File: src/dht_pkg.sv
// Shared types and constants for the double hash table engine.
`timescale 1ns / 1ps
`default_nettype none
package dht_pkg;
	localparam int TableDepth = 1024;
	localparam int AddrW = $clog2(TableDepth);
	localparam int SizeW = 11;
	localparam int KeyW = 32;
	localparam int ValW = 32;
	localparam int HashW = 32;
	localparam int StatusW = 3;

	localparam logic [StatusW-1:0] ST_INSERTED  = 3'd0;
	localparam logic [StatusW-1:0] ST_FULL      = 3'd1;
	localparam logic [StatusW-1:0] ST_DUPLICATE = 3'd2;
	localparam logic [StatusW-1:0] ST_FOUND     = 3'd3;
	localparam logic [StatusW-1:0] ST_NOT_FOUND = 3'd4;

	localparam logic REQ_INSERT = 1'b0;
	localparam logic REQ_LOOKUP = 1'b1;

	typedef enum logic [2:0] {
		S_CLEAR,
		S_IDLE,
		S_MOD,
		S_READ,
		S_CHECK,
		S_DONE
	} state_t;
endpackage
`default_nettype wire

File: src/dht_mod.sv
// Bit-serial remainder unit: computes hash mod size and hash mod (size-1).
`timescale 1ns / 1ps
`default_nettype none
module dht_mod (
	input  wire logic                          clk,
	input  wire logic                          arst_n,
	input  wire logic                          start,
	input  wire logic [dht_pkg::HashW-1:0]     hash,
	input  wire logic [dht_pkg::SizeW-1:0]     size,
	output logic                               done,
	output logic      [dht_pkg::SizeW-1:0]     rem_s,
	output logic      [dht_pkg::SizeW-1:0]     rem_s1
);
	localparam int CntW = $clog2(dht_pkg::HashW + 1);
	logic [dht_pkg::HashW-1:0] hash_q;
	logic [CntW-1:0] cnt_q;
	logic busy_q;
	logic [dht_pkg::SizeW:0] t0, t1;
	logic [dht_pkg::SizeW-1:0] size1;

	assign size1 = size - dht_pkg::SizeW'(1);
	assign t0 = {rem_s, hash_q[dht_pkg::HashW-1]};
	assign t1 = {rem_s1, hash_q[dht_pkg::HashW-1]};

	always_ff @(posedge clk or negedge arst_n) begin
		if (!arst_n) begin
			busy_q <= 1'b0;
			done <= 1'b0;
			cnt_q <= '0;
		end else begin
			done <= 1'b0;
			if (start) begin
				busy_q <= 1'b1;
				cnt_q <= '0;
			end else if (busy_q) begin
				cnt_q <= cnt_q + CntW'(1);
				if (cnt_q == CntW'(dht_pkg::HashW - 1)) begin
					busy_q <= 1'b0;
					done <= 1'b1;
				end
			end
		end
	end

	// one restoring step per cycle, both divisors in parallel
	always_ff @(posedge clk) begin
		if (start) begin
			hash_q <= hash;
			rem_s <= '0;
			rem_s1 <= '0;
		end else if (busy_q) begin
			hash_q <= hash_q << 1;
			rem_s <= (t0 >= {1'b0, size}) ? dht_pkg::SizeW'(t0 - {1'b0, size})
				: dht_pkg::SizeW'(t0);
			rem_s1 <= (t1 >= {1'b0, size1}) ? dht_pkg::SizeW'(t1 - {1'b0, size1})
				: dht_pkg::SizeW'(t1);
		end
	end
endmodule
`default_nettype wire

File: config.mk
export PLATFORM = sky130hd
export DESIGN_NAME = dht_mod
export DESIGN_NICKNAME = d
export VERILOG_FILES = /design/src/dht_pkg.sv /design/src/dht_mod.sv
export SDC_FILE = /design/constraint.sdc
export NUM_CORES = 1
export LEC_CHECK = 0
export ABC_AREA = 1
export BUFFER_PORTS_ARGS = -buffer_cell sky130_fd_sc_hd__buf_2
export CORE_MARGIN = 2
export CORE_UTILIZATION = 29
export CTS_CLUSTER_DIAMETER = 30
export DETAILED_ROUTE_END_ITERATION = 10
export PLACE_DENSITY = 0.47
export SYNTH_ARGS = -nofsm -noshare
export SYNTH_HDL_FRONTEND = slang
export SYNTH_SLANG_ARGS = --single-unit
export TNS_END_PERCENT = 20
File: constraint.sdc
create_clock -name clk -period 1.94 [get_ports clk]
set_input_delay 0.291 -clock clk [delete_from_list [all_inputs] [get_ports clk]]
set_output_delay 0.291 -clock clk [all_outputs]
set_load 0.02 [all_outputs]
* Word level (Yosys, flattened, before mapping)
Index checks and enable logic that the tools add are counted.
Word-level totals: register bits after elaboration 62, bits of input ports 46, output and inout bits 23, logic and storage cells 26
Cells by class: add/subtract/negate cells 4, order comparisons 2, equal/unequal tests 1, muxes and demuxes 12, reductions and logical operators 1
Operators with widths (number):
- $mux W32 | 2
- $ge A12 B11 Y1 | 2
- $mux W11 | 2
- $sub A11 B11 Y11 | 2
- $mux W6 | 2
- $sub A11 B1 Y11 const B | 1
- $add A6 B1 Y6 const B | 1
- $eq A6 B5 Y1 const B | 1
- $mux W1 | 6
- $reduce_bool A2 Y1 | 1

* Logic depth before layout (Yosys ltp)
Gate-level depths: netlist of the first run.
depth after elaboration 4, gate-level depth with buffers 17, depth with buffers taken out 16

* Least setup slack after synthesis of the first run
OpenSTA, ideal clock, no wires.
path kind input port to flip-flop, start point input port size[2] (netlist name), end point register rem_s1[3] (netlist name), library setup time 0.114 ns, arrival time 2.132 ns, required time 1.826 ns, path slack -0.306 ns, stages 16, buffers on the path 1, cell sequence nor2_1 > nand4_1 > nor3_1 > nand3_1 > xor2_1 > ha_1 > nand2_1 > inv_1 > nand2_1 > inv_1 > nand2_1 > nand3_2 > buf_6 > or2_0 > nand3_1 > nand2_1
On the way: longest elaborated chain between the ends 3, elaborated cells on any way between the ends 4, classes of those cells add/sub (2); order compare (1); mux (1)
Ends and longest elaborated chain:
- start: declaration | RTL line dht_mod.sv:9 | input wire logic [dht_pkg::SizeW-1:0] size,
- $sub A11 B1 Y11 * | RTL line dht_mod.sv:21 | assign size1 = size - dht_pkg::SizeW'(1);
- $sub A11 B11 Y11 / $ge A12 B11 Y1 (equally long branches) | RTL line dht_mod.sv:55 | rem_s1 <= (t1 >= {1'b0, size1}) ? dht_pkg::SizeW'(t1 - {1'b0, size1})
- $mux W11 * | RTL line dht_mod.sv:55
- end signal: assignment | RTL line dht_mod.sv:55
- end: declaration | RTL line dht_mod.sv:12 | output logic [dht_pkg::SizeW-1:0] rem_s1
Every way passes the cells marked *; elsewhere a longest branch is shown, timed or not. A chain may end at the register's enable or synchronous reset.

* Final worst setup path of the first run
Same ends and word-level chain as after synthesis.

==> metrics, run 1 <==
RSZ-0062 raised after global routing true; CTS max path bufs 2; Worst-path clk slew 0.05 ns; number of CTS-inserted buffers 9; # diodes 0; Post-DRT Antenna Nets 0; initial antenna violation count 0; Die Height 123 um; H-tree levels 3; vias in the first global route 4002; Crit path max-delay family simple AND/OR/NAND/NOR gates; violated checks setup timing; Setup CP Type input pin to flip-flop; Leak 3.11 nW; global route total overflow 0; Setup Skew 0.00609 ns; Power Density 1270 mW/mm^2; Final Hold Viols 0; row count 43; DP Area 0.00526 mm^2; status complete, but fails checks; CTS Root Cell clkbuf_16; GRT Total Usage 16.1%; Port-buffer cells 68; cell repeated most along the worst path nand2_1; most frequent cells in the layout 241 x nand2_1, 86 x buf_4, 74 x inv_1, 64 x buf_2, 48 x nand3_1; Setup TNS -0.918 ns; fin worst setup slack -0.118 ns; Worst EP required 2.17 ns; fin util 41.0%; Filler cells 1451; I/O pin cnt 69; WL final 11300 um; layout cells sized above 1 25.8%; CP max stage cell ha_1; Reg area 0.00160 mm^2; CP endpoint kind flip-flop; Max transition margin 71.7%; most common cell after layout, fill and taps aside nand2_1; clk_lat worst skew 0.34 ns; Mean Syn Cell Area 6.97 um^2; post-layout min period 2.06 ns; DR DRC count 0; dpl hpwl 8600 um; Gate Count Post-Synth 593; worst-path cell chain buf_8, nor2_4, nand4_1, nor3_2, nand3_1, xor2_1, ha_1, nand2_1, inv_1, nand2_1, inv_1, nand2_1, nand3_2, buf_12, or2_0, nand3_1, nand2_1; 1st-iter DRT viols 199; Initial Util 29.8%; vias per inst 4.43; fin crit share 106%; die width 123 um; worst slew pin tran 0.425 ns; CP max stage delay 0.31 ns; Synth warnings 0; Final Cell Area 0.00569 mm^2; nets 814; sequential area share after synthesis 38.7%; largest net degree at the start of global routing 35; via count 4104; register bit count reported by yosys 62; Worst Path Buf+Inv 4; global placement routability congestion 0.875; multi-input logic area 0.00221 mm^2; post-synth cell types 34; clk sinks 62; fmax 486 MHz; Critical Path Fanout Max 20; startpoint types input pin; Worst Path Arrival 2.29 ns; max-slew violation count 0; Post-Syn Area 0.00414 mm^2; Final setup viols 19; DIE AREA 0.0152 mm^2; number of max-cap violations 0; area delta synth->final 37.5%; Hold Crit Class input pin to flip-flop; Synth Net Count 665; core box area 0.0139 mm^2; CTS tree built; first-pass GRT wire length 18900 um; worst vdd ir 622 uV; detailed-route wire length per cell 12.1 um; first drt pass iteration count 4
## worst paths after layout
| kind | from | end | slack, ns | depth (start not counted) |
|---|---|---|---|---|
| max | size[2] | rem_s1[3] | -0.12 | 17 |
| min | hash[0] | hash_q[0] | 0.22 | 3 |
| max reg2reg | hash_q[31] | rem_s1[3] | -0.09 | 14 |
| min reg2reg | rem_s[7] | rem_s[7] | 0.49 | 2 |
| max in group asynchronous | arst_n | cnt_q[1] | 1.44 | 2 |
| min in group asynchronous | arst_n | cnt_q[2] | 0.33 | 2 |
## state kept, by name, summed over array words and instances (netlist names)
name / count
rem_s1: 11
hash_q: 32
busy_q: 1
done: 1
cnt_q: 6
rem_s: 11
## layout make-up
class	count	area share (%)
clock buffer	10	4.03
sequential	62	28.2
inverter	80	5.37
timing repair buffer	155	18.2
tap	180	3.96
multi-input combinational	434	38.8
clock inverter	6	1.52
## cell families (layout without fill, tap and decap cells)
kind of cell / after synthesis / count (layout) / synth area share, %
adder cells (fa/ha/maj): 26 / 26 / 8.23
buffers and inverters: 97 / 251 / 9.26
flip-flops: 62 / 62 / 38.7
AND/OR/NAND/NOR: 365 / 365 / 36.7
XOR/XNOR: 15 / 15 / 3.18
AO/OA/AOI/OAI: 28 / 28 / 3.87
## worst register-to-register path: stages, from the launching register on
cell	delay (ns)
edfxtp_1	0.38
inv_1	0.08
ha_1	0.15
inv_2	0.05
fa_2	0.34
nand2_2	0.09
nand2_2	0.07
nand2_2	0.06
nand2_1	0.07
nand2_1	0.07
nand3_2	0.08
buf_12	0.16
or2_0	0.20
nand3_1	0.07
nand2_1	0.05
## synth_stat cells
cell type	number	area (um^2)
inv_1	79	297
a21boi_0	1	7.51
a21oi_2	1	8.76
dfrtp_1	8	200
or2_0	3	18.8
nand2_1	243	912
buf_6	1	11.3
ha_1	24	300
xor2_1	13	114
nand4_1	19	119
a22o_1	1	8.76
nand3_2	1	10.0
edfxtp_1	32	961
buf_4	2	15.0
dfxtp_1	22	440
buf_1	1	3.75
and2_1	1	6.26
a21oi_1	10	50.1
xnor2_1	2	17.5
nand2_2	1	6.26
o211ai_1	3	22.5
or2_4	1	8.76
buf_2	3	15.0
nor2_1	38	143
o21bai_1	1	7.51
o21ai_0	8	40.0
o21ai_1	3	15.0
clkinv_1	1	3.75
or4_1	1	7.51
fa_1	2	40.0
or2_2	2	12.5
nand3_1	50	250
clkbuf_1	10	37.5
nor3_1	5	25.0
## repair_timing
item / 4_1_cts / 5_1_grt
hold endpoints to repair: 8 / 0
pin swaps: 3 / 1
gates resized for setup: 18 / 10
hold buffers: 1 / 0
setup endpoints to repair: 22 / 22
setup buffers: 3 / 1
## metrics by stage
| stage | hold WS, ns | power (mW) | cells | worst slack (ns) |
|---|---|---|---|---|
| floorplan | -0.00459 | 3.95 | 593 | -0.192 |
| global placement | 0.146 | 5.37 | 906 | -0.478 |
| detailed placement | 0.145 | 5.40 | 906 | -0.585 |
| CTS | 0.194 | 7.27 | 926 | -0.112 |
| global route | 0.205 | 7.82 | 927 | -0.323 |
| finish | 0.217 | 7.20 | 927 | -0.118 |
## where the power goes
part / internal, mW / switching [mW] / leakage [nW]
clock network: 1.12 / 0.607 / 0.152
registers: 1.64 / 0.211 / 0.639
logic: 1.66 / 1.95 / 2.31
## per-layer routing
layer	wire, um	GRT usage [%]	vias up	share of wire (%)
met4	199	5.11	0	1.8
met5	0	0	-	0
met1	5290	20.4	1821	47
li1	-	-	2187	-
met2	5240	26.3	83	47
met3	528	4.52	13	4.7
Power figures use the tool's default switching activity.
==> inputs of run 2 (changes only) <==
Settings changed: PLACE_DENSITY 0.47 to 0.46.
Clock period 1.94 ns to 2.5 ns, I/O delays scaled along.
==> run 2 against run 1 <==
Compared with the run above:
- the run now ends clean
- sequential cell count did not move
- first-iteration DRC count rose by 6.0%
- sequential power fell by 21%
- die area did not move
- via count fell by 2.3%
- critical path depth fell by 2
- utilization fell by 3.0 points
- routed wire length fell by 1.7%
- largest power group unchanged
==> metrics, run 2 (synthesized netlist as in run 1, its figures left out) <==
sw frac 40.7% (was 38.5%); switching power 2.09 mW (was 2.77 mW); Setup Skew 0.00510 ns (was 0.00609 ns); I/O pin cnt 69 (unchanged); biggest regs hash_q (32), rem_s1 (11), rem_s (11) (unchanged); CP endpoint kind flip-flop (unchanged); worst slew pin tran 0.480 ns (was 0.425 ns); CTS Root Cell clkbuf_16 (unchanged); flip-flop count of the largest register after layout 32 (unchanged); fin crit share 92.6%; Fin Hold WS 0.298 ns (was 0.217 ns); met2 global-route usage 24.2% (was 26.3%); Clock power frac 24.2% (was 24.0%); Critical Path Fanout Max 6 (was 20); max-slew violation count 0 (unchanged); startpoint types input pin (unchanged); DIE AREA 0.0152 mm^2 (unchanged); post-layout min period 2.31 ns; Reg power frac 28.5% (was 25.8%); # diodes 0 (unchanged); row count 43 (unchanged); Leak 2.88 nW (was 3.11 nW); cell repeated most along the worst path nand2_1 (unchanged); fin cells 884 (was 927); Power Total 5.15 mW (was 7.20 mW); status complete, no violations (was complete, but fails checks); die width 123 um (unchanged); global route total overflow 0 (unchanged); first-pass GRT wire length 18300 um (was 18900 um); via count 4011 (was 4104); met3 GRT Util 3.64% (was 4.52%); Worst Path Buf+Inv 2 (was 4); Worst EP required 2.78 ns (was 2.17 ns); clk sinks 62 (unchanged); most frequent cells in the layout 241 x nand2_1, 79 x inv_1, 68 x buf_2, 50 x nand3_1, 41 x buf_4 (was 241 x nand2_1, 86 x buf_4, 74 x inv_1, 64 x buf_2, 48 x nand3_1); Worst Path Arrival 2.60 ns (was 2.29 ns); Initial Util 29.8% (unchanged); Final setup viols 0 (was 19); core box area 0.0139 mm^2 (unchanged); Filler cells 1519 (was 1451); Hold Crit Class input pin to flip-flop (unchanged); CTS max path bufs 2 (unchanged); CP max stage delay 0.32 ns (was 0.31 ns); layout cells sized above 1 19.7% (was 25.8%); worst-path cell chain buf_2, nor2_2, nand4_1, nor3_2, nand3_1, xor2_1, ha_1, nand2_1, nand2_1, a21oi_2, nand3_2, buf_4, nand3_1, o211ai_1, nand2_1 (was buf_8, nor2_4, nand4_1, nor3_2, nand3_1, xor2_1, ha_1, nand2_1, inv_1, nand2_1, inv_1, nand2_1, nand3_2, buf_12, or2_0, nand3_1, nand2_1); first drt pass iteration count 4 (unchanged); number of CTS-inserted buffers 9 (unchanged); Die Height 123 um (unchanged); Worst-path clk slew 0.06 ns (was 0.05 ns); Power Density 976 mW/mm^2 (was 1270 mW/mm^2); dpl hpwl 8290 um (was 8600 um); most common cell after layout, fill and taps aside nand2_1 (unchanged); Biggest register hash_q (unchanged); nets 771 (was 814); Combinational Power Share 47.3% (was 50.2%); GRT Total Usage 15.5% (was 16.1%); Setup CP Type input pin to flip-flop (unchanged); global placement routability congestion 0.844 (was 0.875); area delta synth->final 27.6% (was 37.5%); vias per inst 4.54 (was 4.43); worst vdd ir 444 uV (was 622 uV); vias in the first global route 3817 (was 4002); 1st-iter DRT viols 211 (was 199); initial antenna violation count 0 (unchanged); Post-DRT Antenna Nets 0 (unchanged); Max transition margin 68.0% (was 71.7%); largest net degree at the start of global routing 29 (was 35); Port-buffer cells 68 (unchanged); Cell Count Post-Placement 865 (was 906); CP max stage cell ha_1 (unchanged); Crit path max-delay family simple AND/OR/NAND/NOR gates (unchanged); r2r setup slk 0.28 ns (was -0.09 ns); clk_lat worst skew 0.34 ns (about the same); CTS tree built (unchanged); detailed-route wire length per cell 12.5 um (was 12.1 um); Power Internal 3.05 mW (was 4.43 mW); WL final 11100 um (was 11300 um); gr busiest metal met2 (unchanged); Final Hold Viols 0 (unchanged); H-tree levels 3 (unchanged); met1 Use GR 20.9% (was 20.4%); DR DRC count 0 (unchanged); fmax 432 MHz; number of max-cap violations 0 (unchanged)
## run 2: layout make-up
cell class                 count  area, um^2  share of cell area [%]
tap                          180         225                    4.27
clock inverter                 6        61.3                    1.16
multi-input combinational    435        2190                    41.5
inverter                      80         300                    5.69
sequential                    62        1600                    30.4
clock buffer                  10         229                    4.34
timing repair buffer         111         669                    12.7
## run 2: power by group through the flow
stage	logic (mW)	clock network (mW)	registers [mW]
floorplan	1.47	0	1.59
global placement	2.36	0	1.48
detailed placement	2.37	0	1.49
CTS	2.39	1.29	1.47
global route	2.79	1.33	1.49
finish	2.44	1.24	1.47
## run 2: what timing repair did
action,CTS,global route
resized for setup,0,11
hold buffers,1,0
endpoints found under the setup margin,0,11
endpoints found under the hold margin,8,0
buffers inserted,0,1
## run 2: tightest hold or removal path, cell delays in order
cell	delay [ns]
buf_2	0.08
nand2_1	0.04
inv_1	0.04
## run 2: path summary, 6_finish.rpt
| check | endpoint | cells after the start | start |
|---|---|---|---|
| max | rem_s1[6] | 15 | size[2] |
| min | hash_q[0] | 3 | hash[0] |
| max reg2reg | rem_s1[6] | 14 | hash_q[31] |
| min reg2reg | cnt_q[5] | 1 | cnt_q[5] |
| max in group asynchronous | cnt_q[0] | 2 | arst_n |
| min in group asynchronous | cnt_q[1] | 2 | arst_n |
## run 2: layer usage
layer	wire length, um	vias to the layer above
met4	197	0
met3	538	17
met2	5070	104
met5	0	-
met1	5270	1789
li1	-	2101
## run 2: stage by stage
step                      setup TNS [ns]  utilization (%)  setup slack, ns  area (um^2)
final                                  0             38.0            0.185         5280
after global routing             -0.0239             38.0         -0.00856         5280
after CTS                              0             37.7           0.0311         5230
after detailed placement           -2.26             35.5           -0.309         4930
after global placement             -1.46             35.5           -0.182         4930
after floorplan                        0                -            0.170         4140
